--- config.mk ---
export PLATFORM = sky130hd
export DESIGN_NAME = wildcard_pattern_match
export DESIGN_NICKNAME = d
export VERILOG_FILES = /design/src/rtl/wpm_pkg.sv /design/src/rtl/wildcard_pattern_match.sv /design/src/rtl/wpm_cell.sv /design/src/rtl/wpm_pos.sv
export SDC_FILE = /design/constraint.sdc
export NUM_CORES = 1
export LEC_CHECK = 0
export BUFFER_PORTS_ARGS = -buffer_cell sky130_fd_sc_hd__buf_2
export CORE_UTILIZATION = 30
export DETAILED_ROUTE_END_ITERATION = 10
export MAX_ROUTING_LAYER = met4
export PLACE_DENSITY_LB_ADDON = 0.05
export SYNTH_ARGS = -nofsm -noshare
export SYNTH_HDL_FRONTEND = slang
export SYNTH_SLANG_ARGS = --single-unit
--- constraint.sdc ---
create_clock -name clk -period 8.75 [get_ports clk]
set_clock_uncertainty 0.05 [all_clocks]
set_input_delay 0.4375 -clock clk [delete_from_list [all_inputs] [get_ports clk]]
set_output_delay 0.4375 -clock clk [all_outputs]
set_load 0.01 [all_outputs]
--- src/rtl/wpm_pkg.sv ---
// Types and constants shared by the wildcard pattern matcher modules.
package wpm_pkg;

  localparam int MAX_PATTERN   = 64;
  localparam int ALPHABET_SIZE = 26;
  localparam int POSITION_BITS = 20;
  localparam int SYMBOL_W      = 5;
  localparam int LEN_W         = $clog2(MAX_PATTERN + 1);

  // Letter counter stops at 2^POSITION_BITS + MAX_PATTERN
  localparam logic [63:0] COUNT_CAP = (64'd1 << POSITION_BITS) + 64'(MAX_PATTERN);
  localparam logic [63:0] POS_MAX   = (64'd1 << POSITION_BITS) - 64'd1;
  localparam int          COUNT_W   = $clog2(COUNT_CAP + 64'd1);

  typedef enum logic {
    OP_LOAD = 1'b0,
    OP_TEXT = 1'b1
  } op_t;

  typedef struct packed {
    op_t                 operation;
    logic [SYMBOL_W-1:0] symbol;
    logic                last;
  } in_item_t;

  typedef struct packed {
    logic [POSITION_BITS-1:0] start_position;
    logic                     matched;
    logic                     position_saturated;
  } out_item_t;

  // What one cell hands to its neighbors
  typedef struct packed {
    logic                active;
    logic [SYMBOL_W-1:0] symbol;
    logic                partial;
  } link_t;

  typedef struct packed {
    logic shift;
    logic step;
  } cell_ctrl_t;

  typedef struct packed {
    logic clear;
    logic step;
    logic last;
  } pos_ctrl_t;

  // Any code at or above the alphabet size is a wildcard in the pattern
  function automatic logic is_wild(input logic [SYMBOL_W-1:0] sym);
    return int'(sym) >= ALPHABET_SIZE;
  endfunction

endpackage

--- src/rtl/wildcard_pattern_match.sv ---
// A result is valid in the cycle after the transfer of the text letter that ends its window.
// Throughput: one item per cycle, pattern symbol or text letter, unless a held result stalls it.
// Partial matches advance one cell per letter through MAX_PATTERN cells; the compare is systolic.
// A held result waits in the output register; a new item is taken only as the result is taken.
// Reset (rst, sync): clears length, complete flag, cell active/partial flags, counter, result_valid.
// Stored pattern symbols are not cleared; only cells inside the loaded length are ever compared.
module wildcard_pattern_match (
  input  logic               clk,
  input  logic               rst,
  input  logic               item_valid,
  output logic               item_ready,
  input  wpm_pkg::in_item_t  item,
  output logic               result_valid,
  input  logic               result_ready,
  output wpm_pkg::out_item_t result
);
  import wpm_pkg::*;

  logic                     accept;
  logic                     is_load;
  logic                     restart;
  logic                     text_step;
  logic [LEN_W-1:0]         pattern_length;
  logic                     pattern_complete;
  logic                     full;
  logic [POSITION_BITS-1:0] start_next;
  logic                     sat_next;
  logic [POSITION_BITS-1:0] start_position;
  logic                     position_saturated;
  cell_ctrl_t               cell_ctrl;
  pos_ctrl_t                pos_ctrl;
  link_t                    links [MAX_PATTERN];

  // Decode the accepted transfer
  always_comb begin
    item_ready      = !result_valid || result_ready;
    accept          = item_valid && item_ready;
    is_load         = accept && (item.operation == OP_LOAD);
    restart         = is_load && pattern_complete;
    text_step       = accept && (item.operation == OP_TEXT) && pattern_complete;
    cell_ctrl.shift = is_load && (restart || (pattern_length < LEN_W'(MAX_PATTERN)));
    cell_ctrl.step  = text_step;
    pos_ctrl.clear  = restart;
    pos_ctrl.step   = text_step;
    pos_ctrl.last   = item.last;
  end

  // Track pattern length and completion
  always_ff @(posedge clk) begin
    if (rst) begin
      pattern_length   <= '0;
      pattern_complete <= 1'b0;
    end else if (is_load) begin
      pattern_complete <= item.last;
      if (restart) begin
        pattern_length <= LEN_W'(1);
      end else if (cell_ctrl.shift) begin
        pattern_length <= pattern_length + LEN_W'(1);
      end
    end
  end

  // Chain of compare cells; cell 0 holds the newest pattern symbol
  for (genvar j = 0; j < MAX_PATTERN; j++) begin : g_cell
    link_t below;
    link_t above;

    if (j == 0) begin : g_bottom
      assign below = '{active: 1'b1, symbol: item.symbol, partial: 1'b0};
    end else begin : g_inner
      assign below = '{active: links[j-1].active & ~restart,
                       symbol: links[j-1].symbol, partial: 1'b0};
    end

    if (j == MAX_PATTERN - 1) begin : g_top
      assign above = '{active: 1'b0, symbol: '0, partial: 1'b1};
    end else begin : g_mid
      assign above = links[j+1];
    end

    wpm_cell u_cell (
      .clk    (clk),
      .rst    (rst),
      .ctrl   (cell_ctrl),
      .letter (item.symbol),
      .below  (below),
      .above  (above),
      .state  (links[j])
    );
  end

  wpm_pos u_pos (
    .clk            (clk),
    .rst            (rst),
    .ctrl           (pos_ctrl),
    .pattern_length (pattern_length),
    .full           (full),
    .start_position (start_next),
    .saturated      (sat_next)
  );

  // Output register: load a result on a full-window letter, drop it once taken
  always_ff @(posedge clk) begin
    if (rst) begin
      result_valid <= 1'b0;
    end else if (item_ready) begin
      result_valid <= text_step && full;
    end
  end

  always_ff @(posedge clk) begin
    if (text_step) begin
      start_position     <= start_next;
      position_saturated <= sat_next;
    end
  end

  // Cell 0 flag changes only on text steps, so it stays with the held result
  assign result = '{start_position: start_position, matched: links[0].partial,
                    position_saturated: position_saturated};

endmodule

--- src/rtl/wpm_cell.sv ---
// One cell of the matcher chain: a pattern symbol and a partial-match flag.
module wpm_cell (
  input  logic                         clk,
  input  logic                         rst,
  input  wpm_pkg::cell_ctrl_t          ctrl,
  input  logic [wpm_pkg::SYMBOL_W-1:0] letter,
  input  wpm_pkg::link_t               below,
  input  wpm_pkg::link_t               above,
  output wpm_pkg::link_t               state
);
  import wpm_pkg::*;

  logic                active;
  logic [SYMBOL_W-1:0] symbol;
  logic                partial;
  logic                carry;
  logic                partial_next;

  // Extend the match handed down from the cell above; the top of the pattern starts fresh
  always_comb begin
    carry        = above.active ? above.partial : 1'b1;
    partial_next = carry && (is_wild(symbol) || (symbol == letter));
  end

  // Hold the active flag and partial match
  always_ff @(posedge clk) begin
    if (rst) begin
      active  <= 1'b0;
      partial <= 1'b0;
    end else begin
      if (ctrl.shift) begin
        active <= below.active;
      end
      if (ctrl.step) begin
        partial <= partial_next;
      end
    end
  end

  // Advance the pattern symbol up the chain on a load
  always_ff @(posedge clk) begin
    if (ctrl.shift) begin
      symbol <= below.symbol;
    end
  end

  assign state = '{active: active, symbol: symbol, partial: partial};

endmodule

--- src/rtl/wpm_pos.sv ---
// Text letter counter and window start position with saturation.
module wpm_pos (
  input  logic                              clk,
  input  logic                              rst,
  input  wpm_pkg::pos_ctrl_t                ctrl,
  input  logic [wpm_pkg::LEN_W-1:0]         pattern_length,
  output logic                              full,
  output logic [wpm_pkg::POSITION_BITS-1:0] start_position,
  output logic                              saturated
);
  import wpm_pkg::*;

  logic [COUNT_W-1:0] count;
  logic [COUNT_W-1:0] count_next;
  logic [COUNT_W-1:0] start_raw;

  // Count this letter, then locate the window start
  always_comb begin
    count_next     = (count < COUNT_W'(COUNT_CAP)) ? count + COUNT_W'(1) : count;
    full           = count_next >= COUNT_W'(pattern_length);
    start_raw      = count_next - COUNT_W'(pattern_length);
    saturated      = start_raw > COUNT_W'(POS_MAX);
    start_position = saturated ? POSITION_BITS'(POS_MAX) : start_raw[POSITION_BITS-1:0];
  end

  // Drop the count on a new pattern or at the end of a text
  always_ff @(posedge clk) begin
    if (rst) begin
      count <= '0;
    end else if (ctrl.clear) begin
      count <= '0;
    end else if (ctrl.step) begin
      count <= ctrl.last ? '0 : count_next;
    end
  end

endmodule

# Yosys cells after proc, flatten, opt, wreduce, memory -nomap -nowiden
# Cells that the tools add are included.
# Widths: inputs -> output; s select.
dict set report classes {
  mux 67
  order_cmp 68
  n_eq_ne 64
  bitwise 65
  n_addsub 3
  reduce_logical 140
}
# op count
set op_table {}
lappend op_table {{$eq 5x5->1} 64}
lappend op_table {{$ge 5x5->1 const B} 64}
lappend op_table {{$logic_and 1x1->1} 70}
lappend op_table {{$logic_or 1x1->1} 66}
lappend op_table {{$and 1x1->1} 63}
lappend op_table {{$mux 1} 63}
lappend op_table {{$mux 21} 2}
lappend op_table {{$add 21x1->21 const B} 1}
lappend op_table {{$ge 21x7->1} 1}
lappend op_table {{$gt 21x20->1 const B} 1}
lappend op_table {{$lt 21x21->1 const B} 1}
lappend op_table {{$sub 21x7->21} 1}
lappend op_table {{$mux 7} 2}
lappend op_table {{$add 7x1->7 const B} 1}
lappend op_table {{$lt 7x7->1 const B} 1}
lappend op_table {{$not 1->1} 2}
lappend op_table {{$reduce_and 2->1} 1}
lappend op_table {{$reduce_bool 2->1} 1}
lappend op_table {{$reduce_or 2->1} 1}
lappend op_table {{$logic_not 1->1} 1}
dict set report word_totals {
  ff_bits 499
  word_cells 605
  inputBits 11
  output_inout_bits 24
}

# Logic depth before layout (Yosys ltp)
# Gate-level depths: netlist (run 1).
dict set report logic_depth {
  word_depth 9
  ltp_mapped 16
  mapped_depth_nobuf 13
}

# By module
# From an unflattened synthesis (run 1), not the netlist that was laid out.
dict set report unflattened {
  hier_cells 2015
  area_unflattened_um2 24085.6
}
# module seq_area_each_um2 cells_per_inst area_per_inst_um2 n_inst
set modules_own_cells {}
lappend modules_own_cells {wpm_cell 190.2 24 315.3 64}
lappend modules_own_cells {wpm_pos 420.4 332 2363.5 1}
lappend modules_own_cells {wildcard_pattern_match 810.8 147 1542.7 1}

# Worst setup path before layout (run 1)
# No wires, ideal clock.
dict set report synth_path {
  path_type {input to register}
  from {in result_ready}
  to {reg pattern_length[4]}
  cell_stages 8
  t_arrival_ns 8.301
  n_path_buf 1
  path_slack_ns 0.271
  required_ns 8.572
  setup_ns 0.128
  cell_sequence {nand2b_1 and3b_1 clkbuf_1 o21ai_0 inv_1 nand4_1 xnor2_1 nor2_1}
}
# element line_no
set synth_rtl {}
lappend synth_rtl {{start: declaration} wildcard_pattern_match.sv:14} ;# input logic result_ready,
lappend synth_rtl {{end signal: assignment} wildcard_pattern_match.sv:58} ;# pattern_length <= pattern_length + LEN_W'(1);
lappend synth_rtl {{end: declaration} wildcard_pattern_match.sv:23} ;# logic [LEN_W-1:0] pattern_length;

# Worst setup path in the final report (run 1)
dict set report layout_path {
  from {reg u_pos.count[16]}
  to {reg start_position[0], data pin}
}
dict set report layout_between {
  elab_chain_len 4
  elab_cells_between_ends 5
  classes_between {add/sub (2); order compare (2); mux (1)}
}
# element line_no
set layout_lines {}
lappend layout_lines {{start: declaration} wpm_pos.sv:13} ;# logic [COUNT_W-1:0] count;
lappend layout_lines {{start signal: assignment} wpm_pos.sv:33} ;# count <= ctrl.last ? '0 : count_next;
lappend layout_lines {{$add 21x1->21 or $lt 21x21->1 (tied branches)} wpm_pos.sv:19} ;# count_next = (count < COUNT_W'(COUNT_CAP)) ? count + COUNT_W'(1) : count;
lappend layout_lines {{$mux 21 *} wpm_pos.sv:19}
lappend layout_lines {{$sub 21x7->21 *} wpm_pos.sv:21} ;# start_raw = count_next - COUNT_W'(pattern_length);
lappend layout_lines {{$gt 21x20->1} wpm_pos.sv:22} ;# saturated = start_raw > COUNT_W'(POS_MAX);
lappend layout_lines {{end signal: assignment} wildcard_pattern_match.sv:113} ;# start_position <= start_next;
lappend layout_lines {{end: declaration} wildcard_pattern_match.sv:28} ;# logic [POSITION_BITS-1:0] start_position;
# Mark *: on every way between the ends. The rest lies on a longest branch, timed or not.
# A chain may end at the register's enable or synchronous reset.

==> results.json, run 1 <==
{
  "endpoint_kind": "flop",
  "area_delta_synth_final_pct": 14.3,
  "final-setup-viol-count": 0,
  "grt_setup_unrepaired": "no",
  "cts_buffer_depth": 3,
  "pre_cts_ws_ns": 4.16,
  "cp_max_fo": 15,
  "power.leakage_uw": 0.00789,
  "yosys_warnings": 0,
  "syn-cell-area_mm2": 0.0219,
  "power_frac_clock_pct": 47.1,
  "ant_nets": 0,
  "tns_ns": 0,
  "initial_core_util_pct": 30.4,
  "track_usage_pct": 14.4,
  "ys.flop_type": "edfxtp_1",
  "clockRootBuffer": "clkbuf_16",
  "register_area_mm2": 0.0134,
  "slowest_stage": "o41a_1",
  "outcome": "completed",
  "portBuffers": 34,
  "p_int_uw": 4230,
  "avgViaCountPerCell": 4.87,
  "cts.sinks": 499,
  "fmax_mhz": 219,
  "worst_path_largest_cell_delay_ns": 0.69,
  "drv_slew": 0,
  "p_sw_share_pct": 22.0,
  "p_sw_uw": 1200,
  "dp_hpwl_um": 30400,
  "num_rows": 98,
  "overflow": 0,
  "multi_input_area_mm2": 0.00776,
  "hold_viol_final": 0,
  "finalCritPeriodShare_pct": 52.2,
  "power_uw": 5420,
  "slew_headroom_pct": 35.6,
  "wl_per_cell_um": 18.2,
  "grt_max_degree": 121,
  "synth_top_area_share_pct": 46.8,
  "cts-resized-gates": 0,
  "path_class": "flop to flop",
  "cts.htree.levels": 2,
  "combPwrFrac_pct": 4.6,
  "min_delay_path_depth": 3,
  "route.detailed.drc": 0,
  "crit_chain": "or4_1, o41a_1, nor3_1, xor2_1, ha_1, or2_2, o221ai_1, o2111a_1, nand2_1, nor3_2, o21ai_0",
  "start_kind": "flop",
  "synth_seq_area_share_pct": 61.3,
  "drt_pass1_iterations": 5,
  "cts_hold_buf": 0,
  "vias": 13800,
  "worst_slew_pin_slew_ns": 0.967,
  "reg2reg_depth": 11,
  "seq_power_share_pct": 48.3,
  "synth-edff-count": 341,
  "syn_area_per_cell_um2": 11.9,
  "antenna_found_initial": 0,
  "timing.final.ws_setup_ns": 4.18,
  "yosys-top-cells-area": "edfxtp_1, dfxtp_1, xor2_1, xnor2_1, nor2_1",
  "cts_made_buffers": 57,
  "routabilityCongestion": 0.780,
  "min_period_ns": 4.57,
  "maxCapViolCount": 0,
  "drt_iter0_markers": 695,
  "core_area_mm2": 0.0719,
  "yosysUniqueCellTypes": 67,
  "clk_pin_slew_ns": 0.06,
  "required_ns": 9.04,
  "min_path_type": "input pin to flop",
  "dieWidth_um": 272,
  "clk_latency_ns": 0.62,
  "ys_seq_elements": 499,
  "cts_tree": "done",
  "synth-async-reset-ratio_pct": 0,
  "io-pin-count": 35,
  "die_y_um": 272,
  "antenna_cells": 0,
  "power_density_mw_per_mm2": 217,
  "syn-num-nets": 1852,
  "grt_pass1_vias": 14100,
  "fillers": 7112,
  "synth_cells": 1831,
  "synth_top_cell_by_area": "edfxtp_1",
  "cts_setup_buffers": 0,
  "dieArea_mm2": 0.0740,
  "grt_pass1_wl_um": 82600,
  "drive_gt1_share_pct": 8.49,
  "peakVddDrop_mv": 0.128,
  "wl_um": 51600,
  "nets": 1857,
  "arrival_ns": 4.86
}
==> cells in the final DEF, fill, tap and decap left out, types with 61 or more instances in the layout <==
cell	Yosys	routed
xnor2_1	129	129
nand3_1	62	62
dfxtp_1	158	158
edfxtp_1	341	341
nor2_1	183	183
a21oi_1	87	87
inv_1	82	81
a22oi_1	77	77
xor2_1	186	186
o211ai_1	61	61
==> synthesized netlist by cell type (8+ instances only) <==
cell	count
a221oi_1	46
inv_1	82
o22ai_1	18
and2_1	12
nor4_1	9
edfxtp_1	341
nand2_1	22
o211ai_1	61
a21oi_1	87
o21ai_0	35
nor3_1	48
dfxtp_1	158
buf_1	27
or3_1	8
a2111oi_0	12
clkbuf_1	74
a211oi_1	22
xor2_1	186
a22oi_1	77
nor2_1	183
ha_1	9
nand4_1	22
xnor2_1	129
nand3_1	62
==> cells by family (layout without fill, tap and decap cells) <==
| kind of cell | after synthesis | in the layout | synth area share, % |
|---|---|---|---|
| DFF | 499 | 499 | 61.3 |
| AOI/OAI and AO/OA | 409 | 409 | 13.1 |
| and+or+nand+nor | 405 | 405 | 8.91 |
| xor gates and xnor gates | 315 | 315 | 12.6 |
| buffers and inverters | 189 | 243 | 3.37 |
| adders and majority gates | 10 | 10 | 0.606 |
| muxes | 4 | 4 | 0.194 |
==> flip-flops by register name, summed over array words and instances, names as in the netlist <==
name,cells
pattern_complete,1
result_valid,1
g_cell.u_cell.symbol,320
u_pos.count,21
start_position,20
position_saturated,1
pattern_length,7
g_cell.u_cell.active,64
g_cell.u_cell.partial,64
==> power by group through the flow <==
stage                     combinational [uW]  clock, uW  sequential, uW
after global placement                   255          0            2670
after floorplan                          186          0            2670
after CTS                                258       2650            2620
after global routing                     280       2740            2620
final                                    250       2550            2620
after detailed placement                 257          0            2670
==> metrics by stage <==
step	utilization (%)	hold WS [ns]	area [um2]	std cells
2_1_floorplan	-	0.387	21900	1831
3_3_place_gp	32.0	0.396	23000	2727
3_5_place_dp	32.0	0.406	23000	2727
4_1_cts	34.8	0.206	25000	2835
5_1_grt	34.8	0.244	25000	2835
6_report	34.8	0.260	25000	2835
==> worst paths after layout <==
path | from | to | slack, ns
max | u_pos.count[16] | start_position[0] | 4.18
min | item[0] | pattern_complete | 0.26
max reg2reg | u_pos.count[16] | start_position[0] | 4.18
min reg2reg | g_cell[19].u_cell.symbol[0] | g_cell[20].u_cell.symbol[0] | 0.41
==> layer usage <==
metal / up-vias / wire, um / global-route usage (%)
met5: - / 0 / -
met4: 0 / 1090 / 3.87
met3: 82 / 1760 / 2.38
met2: 195 / 23200 / 22.0
met1: 6767 / 25600 / 19.8
li1: 6754 / - / -
==> worst max-delay path, delay by kind of cell, from the launching register on <==
family,cells,cell delay [ns]
flops,1,0.36
fa+ha+maj,1,0.26
xor+xnor,1,0.13
compound gates,4,1.42
simple gates,5,2.07
==> final cells by class <==
cell class              instances  area share [%]
flip-flops and latches        499            53.6
multi-input cells            1143            31.0
clock buffers                  81            6.56
well taps                     950            4.75
clock inverters                27            1.52
repair buffers                 53            1.31
inverters                      82            1.26
Power figures use the tool's default switching activity.
==> run 2, diff against run 1 <==
clock period = 4.53 ns   (was 8.75 ns; I/O delays follow)
==> run 2 against run 1 <==
  * First-iteration DRC count decreased by 6.5%
  * Worst hold slack worse by 0.21 ns
  * Total power grew 83%
  * Count of clock-buffer cells in the layout is 3 higher
  * Maximum frequency up 11%
  * Sequential power increased by 93%
  * Clock power is 72% higher
  * Via count grew 1.0%
  * Flip-flop and latch count stayed put
  * Critical path type unchanged
==> results.json, run 2 (synthesized netlist as in run 1, its figures left out) <==
{
  "endpoint_kind": "flop",
  "drt_iter0_markers": 650,
  "peakVddDrop_mv": 0.280,
  "area_delta_synth_final_pct": 13.9,
  "clockRootBuffer": "clkbuf_16",
  "antenna_cells": 0,
  "hold_slack_ns": 0.0516,
  "final_common_cell": "edfxtp_1",
  "cts_tree": "done",
  "nets": 1868,
  "power.leakage_uw": 0.00785,
  "dieWidth_um": 272,
  "cp_max_fo": 15,
  "start_kind": "flop",
  "slew_headroom_pct": 35.1,
  "dieArea_mm2": 0.0740,
  "clk_pin_slew_ns": 0.06,
  "antenna_found_initial": 0,
  "portBuffers": 34,
  "drive_gt1_share_pct": 8.76,
  "path_class": "flop to flop",
  "crit_chain": "or4_1, o41ai_2, buf_4, nand2_1, xnor2_1, ha_1, o21a_1, o31a_1, o211ai_1, nand3_1, a21o_1, mux2_2, o32a_1",
  "dp_hpwl_um": 31600,
  "largest_reg_flops": 320,
  "worst_slew_pin_slew_ns": 0.973,
  "drv_slew": 0,
  "final_cell_mix": "edfxtp_1, xor2_1, nor2_1",
  "cts.htree.levels": 2,
  "largest_register": "g_cell.u_cell.symbol",
  "crit_family": "compound AO/OA/AOI/OAI gates",
  "vias": 13900,
  "cts_buffer_depth": 3,
  "arrival_ns": 4.42,
  "initial_core_util_pct": 30.4,
  "hold_viol_final": 0,
  "grt_pass1_wl_um": 83600,
  "grt_pass1_vias": 14300,
  "power_uw": 9940,
  "routabilityCongestion": 0.800,
  "overflow": 0,
  "power_density_mw_per_mm2": 399,
  "core_area_mm2": 0.0719,
  "cts.sinks": 499,
  "wl_per_cell_um": 18.4,
  "min_period_ns": 4.12,
  "worstPathBufferInverterCount": 1,
  "largestRegisters": "g_cell.u_cell.symbol x320, g_cell.u_cell.active x64, g_cell.u_cell.partial x64",
  "grt_setup_unrepaired": "no",
  "finalCritPeriodShare_pct": 91.0,
  "route.detailed.drc": 0,
  "num_rows": 98,
  "cts_made_buffers": 56,
  "worst_path_largest_cell_delay_ns": 0.62,
  "io-pin-count": 35,
  "fmax_mhz": 243,
  "required_ns": 4.83,
  "slowest_stage": "or4_1",
  "drt_pass1_iterations": 5,
  "grt_max_degree": 110,
  "track_usage_pct": 14.6,
  "outcome": "completed",
  "maxCapViolCount": 0,
  "pre_cts_ws_ns": 0.415,
  "clk_latency_ns": 0.61,
  "ant_nets": 0,
  "die_y_um": 272,
  "post-route-util_pct": 34.7,
  "timing.final.ws_setup_ns": 0.409,
  "cts_setup_buffers": 0,
  "final-setup-viol-count": 0,
  "wl_um": 52400,
  "avgViaCountPerCell": 4.90,
  "min_path_type": "input pin to flop"
}
==> run 2: cell types whose count changed in the layout (fill, tap and decap cells not counted), sizes merged <==
cell         change
buf             +11
clkbuf           +3
clkinvlp         +1
bufinv           -7
dlygate4sd3      +1
==> run 2: final cells by class <==
class,count,area [um2]
repair buffers,65,483
multi-input cells,1143,7770
clock buffers,84,1590
fillers,7200,46900
inverters,82,312
flip-flops and latches,499,13400
well taps,950,1190
clock inverters,21,171
==> run 2: path summary, 6_finish.rpt <==
path / start / end / slack [ns] / depth (start not counted)
max: u_pos.count[16] / start_position[19] / 0.41 / 13
min: item[0] / pattern_complete / 0.05 / 3
max reg2reg: u_pos.count[16] / start_position[19] / 0.41 / 13
min reg2reg: g_cell[0].u_cell.active / g_cell[0].u_cell.active / 0.42 / 2
==> run 2: worst register-to-register path: stages, from the launching register on <==
cell and delay [ns]:
dfxtp_1 0.36, or4_1 0.62, o41ai_2 0.35, buf_4 0.25
nand2_1 0.09, xnor2_1 0.23, ha_1 0.34, o21a_1 0.21
o31a_1 0.14, o211ai_1 0.30, nand3_1 0.16, a21o_1 0.29
mux2_2 0.31, o32a_1 0.17
==> run 2: timing repair <==
item | CTS | global route
endpoints found under the hold margin | 1 | 0
endpoints found under the setup margin | 0 | 0
hold buffers | 1 | 0
resized for setup | 0 | 0
==> run 2: power breakdown <==
part / total [uW] / internal, uW / switching [uW]
clock: 4390 / 2530 / 1860
combinational: 497 / 172 / 325
sequential: 5050 / 4970 / 83.2
total: 9940 / 7670 / 2270
==> run 2: layer usage <==
layer	track usage, %	up-vias	wire length (um)
li1	-	6769	-
met1	19.8	6870	26000
met2	22.6	214	23600
met3	2.13	84	1760
met4	4.30	0	1140
met5	-	-	0
==> run 2: through the flow <==
| stage | TNS [ns] | instances | cell area (um2) |
|---|---|---|---|
| after CTS | 0 | 2844 | 24900 |
| after global placement | 0 | 2738 | 23100 |
| after global routing | 0 | 2844 | 24900 |
| final | 0 | 2844 | 24900 |
| after detailed placement | 0 | 2738 | 23100 |
| after floorplan | -505.37 | 1831 | 21900 |
==> run 3, diff against run 2 <==
CORE_UTILIZATION = 43   (was 30)
SLEW_MARGIN = 20   (was not set)
==> run 3 against run 2 <==
  * Via count shrank 0.17%
  * Clock power fell by 5.7%
  * Flip-flop and latch count is the same
  * Highest routed layer unchanged
  * Critical path type unchanged
  * Critical endpoint unchanged
  * Combinational power down 3%
  * Maximum frequency grew 1.2%
==> results.json, run 3 (synthesized netlist as in run 1, its figures left out) <==
{
  "outcome": "completed",
  "grt_pass1_wl_um": 75000,
  "grt_max_degree": 169,
  "num_rows": 82,
  "start_kind": "flop",
  "portBuffers": 34,
  "grt_setup_unrepaired": "no",
  "dieArea_mm2": 0.0518,
  "endpoint_kind": "flop",
  "cts.sinks": 499,
  "worst_path_largest_cell_delay_ns": 0.60,
  "wl_um": 46900,
  "cts_made_buffers": 53,
  "drv_slew": 0,
  "final_common_cell": "edfxtp_1",
  "die_y_um": 228,
  "arrival_ns": 4.36,
  "stdcell_count": 2554,
  "min_path_type": "input pin to flop",
  "wl_per_cell_um": 18.4,
  "required_ns": 4.82,
  "finalCritPeriodShare_pct": 89.9,
  "grt_pass1_vias": 13600,
  "cp_max_fo": 15,
  "cts-resized-gates": 0,
  "worst_slew_pin_slew_ns": 1.13,
  "min_delay_path_depth": 3,
  "dp_cells": 2454,
  "initial_core_util_pct": 43.6,
  "nets": 1859,
  "vias": 13900,
  "drive_gt1_share_pct": 8.13,
  "maxCapViolCount": 0,
  "multi_input_area_mm2": 0.00777,
  "place_area_mm2": 0.0227,
  "route.detailed.drc": 0,
  "dieWidth_um": 228,
  "drt_iter0_markers": 958,
  "ant_nets": 0,
  "clockRootBuffer": "clkbuf_16",
  "final_area_mm2": 0.0244,
  "cts_tree": "done",
  "largest_register": "g_cell.u_cell.symbol",
  "hold_viol_final": 0,
  "cts_hold_buf": 1,
  "crit_chain": "or4_1, o41ai_2, buf_4, nand2_1, xnor2_1, ha_1, o21a_1, o31a_1, o211ai_1, nand3_1, a21o_1, mux2_2, o32a_1",
  "slew_headroom_pct": 24.4,
  "antenna_found_initial": 0,
  "cts_buffer_depth": 3,
  "final_cell_mix": "edfxtp_1, xor2_1, nor2_1",
  "avgViaCountPerCell": 5.45,
  "largest_reg_flops": 320,
  "min_period_ns": 4.07,
  "power.leakage_uw": 0.00776,
  "antenna_cells": 0,
  "slowest_stage": "or4_1",
  "fmax_mhz": 246,
  "peakVddDrop_mv": 0.251,
  "dp_hpwl_um": 27600,
  "clk_pin_slew_ns": 0.06,
  "cts_setup_buffers": 0,
  "routabilityCongestion": 0.915,
  "io-pin-count": 35,
  "reg2reg_depth": 13,
  "drt_pass1_iterations": 5,
  "clk_latency_ns": 0.60,
  "cts.htree.levels": 2,
  "core_area_mm2": 0.0502,
  "track_usage_pct": 19.0,
  "fillers": 4497,
  "path_class": "flop to flop",
  "register_area_mm2": 0.0134,
  "power_density_mw_per_mm2": 397,
  "overflow": 0,
  "area_delta_synth_final_pct": 11.5,
  "final-setup-viol-count": 0,
  "hold_slack_ns": 0.0527,
  "largestRegisters": "g_cell.u_cell.symbol x320, g_cell.u_cell.active x64, g_cell.u_cell.partial x64"
}
## run 3: through the flow
step / total power, uW / setup TNS, ns / utilization, % / worst slack [ns]
6_report: 9680 / 0 / 48.6 / 0.457
5_1_grt: 10000 / 0 / 48.6 / 0.201
4_1_cts: 9810 / 0 / 48.6 / 0.486
3_5_place_dp: 5640 / 0 / 45.3 / 0.501
3_3_place_gp: 5630 / 0 / 45.3 / 0.587
2_1_floorplan: 5510 / -505.37 / - / -1.57
## run 3: power breakdown
group          internal, uW  total [uW]  switching [uW]
Combinational           168         483             315
Clock                  2390        4140            1750
Sequential             4970        5050            80.8
## run 3: layer usage
metal  GRT usage [%]  share of wire [%]
met4            5.78                2.4
met1            25.5                 48
met2            29.1                 46
met5               -                  0
met3            3.43                4.2
## run 3: worst paths after layout
kind                               start                          end  slack (ns)
min reg2reg  g_cell[42].u_cell.symbol[0]  g_cell[43].u_cell.symbol[0]        0.42
min                              item[0]             pattern_complete        0.05
max                      u_pos.count[16]           start_position[19]        0.46
max reg2reg              u_pos.count[16]           start_position[19]        0.46
## run 3: critical path: cells and delay by family, from the launching register on
kind / cells / cell delay (ns)
AO/OA/AOI/OAI: 6 / 1.45
multiplexers: 1 / 0.31
flip-flops: 1 / 0.36
adder cells (fa/ha/maj): 1 / 0.33
AND/OR/NAND/NOR: 3 / 0.85
XOR/XNOR: 1 / 0.22
buffers and inverters: 1 / 0.25
## run 3: layout make-up
class,count,area share (%)
multi-input cells,1143,31.8
flip-flops and latches,499,54.9
repair buffers,59,1.69
clock inverters,13,0.277
well taps,672,3.45
inverters,82,1.28
clock buffers,86,6.53
